## config.mk

```make
export PLATFORM = sky130hd
export DESIGN_NAME = radar_report_frame_deframer_flat
export DESIGN_NICKNAME = d
export VERILOG_FILES = /design/src/rtl/core/rrfd_pkg.sv /design/src/rtl/core/rrfd_rx_if.sv /design/src/rtl/core/rrfd_rpt_if.sv /design/src/rtl/core/rrfd_cell.sv /design/src/rtl/core/rrfd_tracker.sv /design/src/rtl/core/radar_report_frame_deframer.sv /design/src/flat_wrapper.sv
export SDC_FILE = /design/constraint.sdc
export NUM_CORES = 1
export LEC_CHECK = 0
export ABC_AREA = 1
export BUFFER_PORTS_ARGS = -buffer_cell sky130_fd_sc_hd__buf_4
export CORE_MARGIN = 2
export CORE_UTILIZATION = 45
export CTS_BUF_LIST = sky130_fd_sc_hd__clkbuf_8
export CTS_CLUSTER_DIAMETER = 200
export DETAILED_ROUTE_END_ITERATION = 8
export SKIP_LAST_GASP = 1
export SYNTH_ARGS = -nofsm -noshare
export SYNTH_HDL_FRONTEND = slang
export SYNTH_SLANG_ARGS = --single-unit
```

## constraint.sdc

```tcl
create_clock -name clk -period 17.92 [get_ports clk]
set_input_delay 2.688 -clock clk [delete_from_list [all_inputs] [get_ports clk]]
set_output_delay 2.688 -clock clk [all_outputs]
set_load 0.05 [all_outputs]
```

## src/rtl/core/rrfd_pkg.sv

```systemverilog
`timescale 1ns / 1ps
// Package for the radar report frame deframer: frame constants, header and
// footer byte sequences, and the structs passed between the core modules.
// No dependencies.
package rrfd_pkg;

  // Frame geometry
  localparam int unsigned FRAME_BYTES = 23;
  localparam int unsigned CNT_W       = 5;
  localparam int unsigned SYNC_BYTES  = 4;

  localparam logic [CNT_W-1:0] CNT_SYNC = CNT_W'(SYNC_BYTES);
  localparam logic [CNT_W-1:0] CNT_FULL = CNT_W'(FRAME_BYTES - 1);

  // Header F4 F3 F2 F1, footer F8 F7 F6 F5
  localparam logic [7:0] HDR_SEQ [SYNC_BYTES] = '{8'hF4, 8'hF3, 8'hF2, 8'hF1};
  localparam logic [7:0] FTR_SEQ [SYNC_BYTES] = '{8'hF8, 8'hF7, 8'hF6, 8'hF5};

  // Decoded report of one good frame
  typedef struct packed {
    logic [7:0]  tgt_state;
    logic [15:0] moving_distance_cm;
    logic [7:0]  move_energy;
    logic [15:0] still_distance_cm;
    logic [7:0]  rest_energy;
    logic [15:0] detection_distance_cm;
    logic        moving_flag;
    logic        present_flag;
  } rrfd_report_t;

  // Tracker status toward the top level
  typedef struct packed {
    logic             hit;    // the byte on the input completes a good frame
    logic [CNT_W-1:0] count;  // bytes held in the window
  } rrfd_status_t;

endpackage

```

## src/rtl/core/rrfd_rx_if.sv

```systemverilog
`timescale 1ns / 1ps
// Byte input channel of the radar report frame deframer.
// No dependencies.
interface rrfd_rx_if;
  logic       valid;
  logic       ready;
  logic [7:0] rx_byte;

  modport source (output valid, output rx_byte, input ready);
  modport sink (input valid, input rx_byte, output ready);
endinterface

```

## src/rtl/core/rrfd_rpt_if.sv

```systemverilog
`timescale 1ns / 1ps
// Report output channel of the radar report frame deframer.
// No dependencies.
interface rrfd_rpt_if;
  logic        valid;
  logic        ready;
  logic [7:0]  tgt_state;
  logic [15:0] moving_distance_cm;
  logic [7:0]  move_energy;
  logic [15:0] still_distance_cm;
  logic [7:0]  rest_energy;
  logic [15:0] detection_distance_cm;
  logic        moving_flag;
  logic        present_flag;

  modport source (
    output valid, input ready,
    output tgt_state, output moving_distance_cm, output move_energy,
    output still_distance_cm, output rest_energy, output detection_distance_cm,
    output moving_flag, output present_flag
  );
  modport sink (
    input valid, output ready,
    input tgt_state, input moving_distance_cm, input move_energy,
    input still_distance_cm, input rest_energy, input detection_distance_cm,
    input moving_flag, input present_flag
  );
endinterface

```

## src/rtl/core/rrfd_cell.sv

```systemverilog
`timescale 1ns / 1ps
// One byte cell of the deframer window shift chain.
// Depends on nothing but the clock; payload only, no reset.
module rrfd_cell (
  input  logic       clk,
  input  logic       shift_en,
  input  logic [7:0] d,
  output logic [7:0] q
);

  logic [7:0] data;

  // Take the neighbor's byte on every accepted request
  always_ff @(posedge clk) begin
    if (shift_en) begin
      data <= d;
    end
  end

  assign q = data;

endmodule

```

## src/rtl/core/rrfd_tracker.sv

```systemverilog
`timescale 1ns / 1ps
// Fill count and frame check of the deframer: header sync, full-frame test
// and report decode from the cell chain taps. Depends on rrfd_pkg.
module rrfd_tracker (
  input  logic                 clk,
  input  logic                 rst,
  input  logic                 step,
  input  logic [7:0]           rx_byte,
  input  logic [7:0]           taps [rrfd_pkg::FRAME_BYTES],
  output rrfd_pkg::rrfd_status_t status,
  output rrfd_pkg::rrfd_report_t report
);
  import rrfd_pkg::*;

  logic [CNT_W-1:0] count;
  logic [CNT_W-1:0] count_next;
  logic [CNT_W-1:0] cnt_eff;
  logic             hdr_ok;
  logic             ftr_ok;
  logic             hit;

  // Out-of-range count behaves as empty
  assign cnt_eff = (count > CNT_FULL) ? '0 : count;

  // Window after this byte: position j is tap j+1, position 22 is rx_byte
  assign hdr_ok = (taps[1] == HDR_SEQ[0]) && (taps[2] == HDR_SEQ[1]) &&
                  (taps[3] == HDR_SEQ[2]) && (taps[4] == HDR_SEQ[3]);
  assign ftr_ok = (taps[20] == FTR_SEQ[0]) && (taps[21] == FTR_SEQ[1]) &&
                  (taps[22] == FTR_SEQ[2]) && (rx_byte == FTR_SEQ[3]);
  assign hit    = (cnt_eff == CNT_FULL) && hdr_ok && ftr_ok;

  // Next fill count
  always_comb begin
    if (cnt_eff < CNT_SYNC) begin
      count_next = (rx_byte == HDR_SEQ[cnt_eff[1:0]]) ? cnt_eff + 1'b1 : '0;
    end else if (cnt_eff < CNT_FULL) begin
      count_next = cnt_eff + 1'b1;
    end else begin
      count_next = hit ? '0 : CNT_FULL;
    end
  end

  always_ff @(posedge clk) begin
    if (rst) begin
      count <= '0;
    end else if (step) begin
      count <= count_next;
    end
  end

  // Report decode; frame byte j is tap j+1
  always_comb begin
    report.tgt_state             = taps[9];
    report.moving_distance_cm    = {taps[11], taps[10]};
    report.move_energy           = taps[12];
    report.still_distance_cm     = {taps[14], taps[13]};
    report.rest_energy           = taps[15];
    report.detection_distance_cm = {taps[17], taps[16]};
    report.moving_flag           = (taps[9] == 8'd1) || (taps[9] == 8'd3);
    report.present_flag          = (taps[9] != 8'd0);
  end

  assign status.hit   = hit;
  assign status.count = count;

endmodule

```

## src/rtl/core/radar_report_frame_deframer.sv

```systemverilog
`timescale 1ns / 1ps
// Top level of the radar report frame deframer: 23-cell byte shift chain,
// fill tracker and report output register. Depends on rrfd_pkg, rrfd_rx_if,
// rrfd_rpt_if, rrfd_cell and rrfd_tracker.
//
//   channel  dir  payload                                   request
//   rx       in   rx_byte                                   one received byte
//   rpt      out  tgt_state, distances, energies, flags     one good frame
//
// Takes one byte per cycle while rx.ready is high; a report is valid on the
// cycle after the byte that closes a good frame. The 23 shift cells and the
// frame compare all work in parallel within that cycle.
// Reset clears the fill count and the report valid flag; cell contents and report data stay.
// rx.ready drops only while a report waits and rpt.ready is low.
module radar_report_frame_deframer (
  input logic     clk,
  input logic     rst,
  rrfd_rx_if.sink rx,
  rrfd_rpt_if.source rpt
);
  import rrfd_pkg::*;

  logic         step;
  logic [7:0]   taps [FRAME_BYTES];
  rrfd_status_t status;
  rrfd_report_t report;
  rrfd_report_t rpt_data;
  logic         rpt_valid;

  // Accept a byte whenever the report register is free or draining
  assign rx.ready = !rpt_valid || rpt.ready;
  assign step     = rx.valid && rx.ready;

  // Window shift chain: cell k takes from cell k+1, the last from the input
  for (genvar k = 0; k < FRAME_BYTES; k++) begin : g_cell
    if (k == FRAME_BYTES - 1) begin : g_last
      rrfd_cell u_cell (.clk(clk), .shift_en(step), .d(rx.rx_byte), .q(taps[k]));
    end else begin : g_mid
      rrfd_cell u_cell (.clk(clk), .shift_en(step), .d(taps[k+1]), .q(taps[k]));
    end
  end

  rrfd_tracker u_tracker (
    .clk     (clk),
    .rst     (rst),
    .step    (step),
    .rx_byte (rx.rx_byte),
    .taps    (taps),
    .status  (status),
    .report  (report)
  );

  // Report output register
  always_ff @(posedge clk) begin
    if (rst) begin
      rpt_valid <= 1'b0;
    end else if (step && status.hit) begin
      rpt_valid <= 1'b1;
    end else if (rpt.ready) begin
      rpt_valid <= 1'b0;
    end
  end

  always_ff @(posedge clk) begin
    if (step && status.hit) begin
      rpt_data <= report;
    end
  end

  assign rpt.valid                 = rpt_valid;
  assign rpt.tgt_state             = rpt_data.tgt_state;
  assign rpt.moving_distance_cm    = rpt_data.moving_distance_cm;
  assign rpt.move_energy           = rpt_data.move_energy;
  assign rpt.still_distance_cm     = rpt_data.still_distance_cm;
  assign rpt.rest_energy           = rpt_data.rest_energy;
  assign rpt.detection_distance_cm = rpt_data.detection_distance_cm;
  assign rpt.moving_flag           = rpt_data.moving_flag;
  assign rpt.present_flag          = rpt_data.present_flag;

  // Checks
  a_count_range: assert property (@(posedge clk) disable iff (rst)
    status.count <= CNT_FULL)
    else $error("fill count beyond full window");

  a_hit_clears: assert property (@(posedge clk) disable iff (rst)
    (step && status.hit) |=> (status.count == '0) && rpt_valid)
    else $error("good frame did not clear count or raise report");

  a_stall_blocks: assert property (@(posedge clk) disable iff (rst)
    (rpt_valid && !rpt.ready) |-> !rx.ready)
    else $error("byte taken while report stalled");

endmodule
```

## src/flat_wrapper.sv

```systemverilog
// flat-port wrapper written by rule: the top's interface ports become plain ports
module radar_report_frame_deframer_flat import rrfd_pkg::*;
  (clk, rst, rx_valid, rx_rx_byte, rx_ready, rpt_valid, rpt_ready, rpt_tgt_state, rpt_moving_distance_cm, rpt_move_energy, rpt_still_distance_cm, rpt_rest_energy, rpt_detection_distance_cm, rpt_moving_flag, rpt_present_flag);
  rrfd_rx_if rx_i ();
  rrfd_rpt_if rpt_i ();
  input logic clk;
  input logic rst;
  input wire logic [$bits(rx_i.valid)-1:0] rx_valid;
  input wire logic [$bits(rx_i.rx_byte)-1:0] rx_rx_byte;
  output wire logic [$bits(rx_i.ready)-1:0] rx_ready;
  output wire logic [$bits(rpt_i.valid)-1:0] rpt_valid;
  input wire logic [$bits(rpt_i.ready)-1:0] rpt_ready;
  output wire logic [$bits(rpt_i.tgt_state)-1:0] rpt_tgt_state;
  output wire logic [$bits(rpt_i.moving_distance_cm)-1:0] rpt_moving_distance_cm;
  output wire logic [$bits(rpt_i.move_energy)-1:0] rpt_move_energy;
  output wire logic [$bits(rpt_i.still_distance_cm)-1:0] rpt_still_distance_cm;
  output wire logic [$bits(rpt_i.rest_energy)-1:0] rpt_rest_energy;
  output wire logic [$bits(rpt_i.detection_distance_cm)-1:0] rpt_detection_distance_cm;
  output wire logic [$bits(rpt_i.moving_flag)-1:0] rpt_moving_flag;
  output wire logic [$bits(rpt_i.present_flag)-1:0] rpt_present_flag;
  assign rx_i.valid = rx_valid;
  assign rx_i.rx_byte = rx_rx_byte;
  assign rx_ready = rx_i.ready;
  assign rpt_valid = rpt_i.valid;
  assign rpt_i.ready = rpt_ready;
  assign rpt_tgt_state = rpt_i.tgt_state;
  assign rpt_moving_distance_cm = rpt_i.moving_distance_cm;
  assign rpt_move_energy = rpt_i.move_energy;
  assign rpt_still_distance_cm = rpt_i.still_distance_cm;
  assign rpt_rest_energy = rpt_i.rest_energy;
  assign rpt_detection_distance_cm = rpt_i.detection_distance_cm;
  assign rpt_moving_flag = rpt_i.moving_flag;
  assign rpt_present_flag = rpt_i.present_flag;
  radar_report_frame_deframer u_core (.clk(clk), .rst(rst), .rx(rx_i), .rpt(rpt_i));
endmodule
```

==> results.md <==
- Mean routed wirelength per cell: 15.5 um
- Worst-path cell with the longest stage delay: buf_4
- Setup TNS: 0 ns
- Slew Limit Headroom: 0.262
- CP Launch Type: input port
- Setup bufs post-CTS: 0
- Final Hold Fails: 0
- Post-layout instance count excluding filler cells: 839
- Critical Path RT: 15.23 ns
- Final Net Count: 589
- Final Max Slew Viols: 0
- Synth area leaders: edfxtp_1 89%, nand2_1 3.0%, nor2_1 1.6%
- TritonCTS buffer count: 41
- Core Area: 0.0186 mm^2
- Worst path most repeated cell: buf_4
- Root Driver: clkbuf_8
- Detailed-router iteration count before antenna repair: 4
- Top-level port count: 88
- HP Class: reg2reg
- Final setup viols: 0
- Worst-path cell chain: buf_4 > inv_1 > nand2_1 > buf_4
- PD cells: 116 mW/mm^2
- Yosys warning count: 0
- Layout overhead on the synthesized area: 20.4%
- I/O Buffers: 87
- # fillers: 1460
- Post-CTS Resized: 0
- Row count: 50
- Period utilization: 0.323
- CTS clk-pin slew, worst paths: 0.07 ns
- Max cap viols: 0
- WP data arrival: 3.10 ns
- Worst Skew: 0.0243 ns
- Max VDD drop: 0.0571 mV
- Cell accounting for the most synthesized area: edfxtp_1
- Kind of cell adding the most delay to the critical path: buffers and inverters
- Least-Margin Pin Slew: 1.11 ns
- Syn Area/Cell: 19.1 um^2
- Vias: 3954
- Remaining DRCs: 0
- Post-Syn Instances: 443
- Final WL: 13000 um
- Clock Tree Buf Depth: 3
- Critical path class: in2out
- Clock sinks: 256
- RSZ-0062 raised after global routing: no
- Worst skew pair latency: 0.52 ns
- Layout cells sized above 1: 0.256
- Post-DRT Antenna Nets: 0
- Initial antenna violation count: 0
- Fmax: 173 MHz
- TritonCTS clock tree: done
- Seq/Total Area, Yosys: 0.901
- Critical path endpoint category: output port
- Commonest cells after routing, fill and taps aside: 250 x edfxtp_1, 89 x buf_4, 68 x nand2_1
- Largest net degree at the start of global routing: 130
- CP Max Fanout: 3
- Number of placed instances, taps included: 766
- H-tree depth: 2
- Total track usage: 0.130
- Starting density of the core: 0.456
- Final Critical Period: 5.78 ns
- Gr ovfl total: 0
- Post-synthesis cell type count: 22
- Drt via density: 4.71
- Crit path buffers/inverters: 3
- First-pass GRT wire length: 20300 um
- Final HPWL DP: 7420 um
- Crit path largest cell delay: 0.20 ns
- Die height: 141 um
- Yosys reg bits: 256
- Number of global-route vias before repair: 4011
- Die Wd: 141 um
- RD Place Congestion: 0.787
- Leakage: 3.75 nW
- Synth Cell Area: 0.00846 mm^2
- Status: completed
- Syn nets: 457
- Detailed router's first-iteration violation count: 342
- Die area: 0.0199 mm^2
- Antenna cells: 0
- Yosys top cell area share: 0.887
- Hold_buf cts: 0
- Most common cell after layout, fill and taps aside: edfxtp_1
-- through the flow --
stage | cell area [um^2] | util | power, mW | hold WS (ns) | setup slack, ns
after detailed placement | 9430 | 0.508 | 0.732 | 0.405 | 12.13
final | 10200 | 0.549 | 1.18 | 0.409 | 12.14
after global routing | 10200 | 0.549 | 1.23 | 0.427 | 12.07
after floorplan | 8460 | - | 0.722 | 0.400 | 8.57
after global placement | 9430 | 0.508 | 0.731 | 0.402 | 12.13
after CTS | 10200 | 0.549 | 1.20 | 0.408 | 12.14
-- worst register-to-register path, stage by stage, from the launching register on --
cell,delay [ns]
dfxtp_1,0.31
nand2_1,0.10
nand2_1,0.17
inv_6,0.81
nand3_1,0.28
clkinv_2,0.08
buf_4,0.70
-- worst paths after layout --
kind                                            from                                   to  slack (ns)  cells past startpoint
setup / recovery                           rpt_ready                             rx_ready       12.14                      4
hold / removal    u_core.g_cell[5].g_mid.u_cell.q[3]   u_core.g_cell[4].g_mid.u_cell.q[3]        0.41                      0
setup reg to reg                    u_core.rpt.valid  u_core.rpt.detection_distance_cm[6]       14.98                      6
hold reg to reg   u_core.g_cell[5].g_mid.u_cell.q[3]   u_core.g_cell[4].g_mid.u_cell.q[3]        0.41                      0
-- report_power, final --
| group | total (mW) | internal [mW] | switching [mW] | leakage, nW |
|---|---|---|---|---|
| clock | 0.459 | 0.244 | 0.214 | 0.433 |
| sequential | 0.699 | 0.686 | 0.0129 | 2.44 |
| combinational | 0.0213 | 0.00585 | 0.0154 | 0.880 |
| total | 1.18 | 0.936 | 0.243 | 3.75 |
-- layer usage --
layer,track usage,share of wire,vias to the layer above
li1,-,-,1899
met1,0.174,0.45,1928
met2,0.194,0.46,106
met3,0.0455,0.073,21
met4,0.0600,0.018,0
met5,0,0,-
-- cell families after synthesis --
family / count (synthesis) / synth area share
adder cells (fa/ha/maj): 2 / 0.00296
XOR/XNOR: 1 / 0.00103
buffers and inverters: 35 / 0.0155
AND/OR/NAND/NOR: 137 / 0.0704
AO/OA/AOI/OAI: 12 / 0.00902
flip-flops: 256 / 0.901
-- flip-flops by register name, indices dropped and copies added, names as in the netlist --
signal,cells
u_core.rpt.valid,1
u_core.u_tracker.count,5
u_core.g_cell.g_last.u_cell.q,8
u_core.rpt.moving_flag,1
u_core.g_cell.g_mid.u_cell.q,168
u_core.rpt.rest_energy,8
u_core.rpt.still_distance_cm,16
u_core.rpt.detection_distance_cm,16
u_core.rpt.move_energy,8
u_core.rpt.tgt_state,8
u_core.rpt.present_flag,1
u_core.rpt.moving_distance_cm,16
-- area by class of cell --
type                            instances  area (um^2)  share of cell area
Sequential cell                       256         7630               0.748
Multi-Input combinational cell        152          706              0.0692
Timing Repair Buffer                   89          668              0.0655
Clock buffer                           41          564              0.0554
Tap cell                              234          293              0.0287
Clock inverter                         32          199              0.0195
Inverter                               35          138              0.0135
-- cells in the mapped netlist --
cell,count
a21oi_1,7
and3_1,1
clkinv_1,1
dfxtp_1,6
edfxtp_1,250
ha_1,2
inv_1,32
inv_2,2
nand2_1,68
nand2_2,4
nand3_1,8
nand3_2,3
nand4_1,7
nand4_2,1
nor2_1,37
nor3_1,5
nor4_1,2
o21ai_0,3
o21bai_4,1
o31ai_1,1
or2_0,1
xor2_1,1
(Power assumes the default switching activity.)
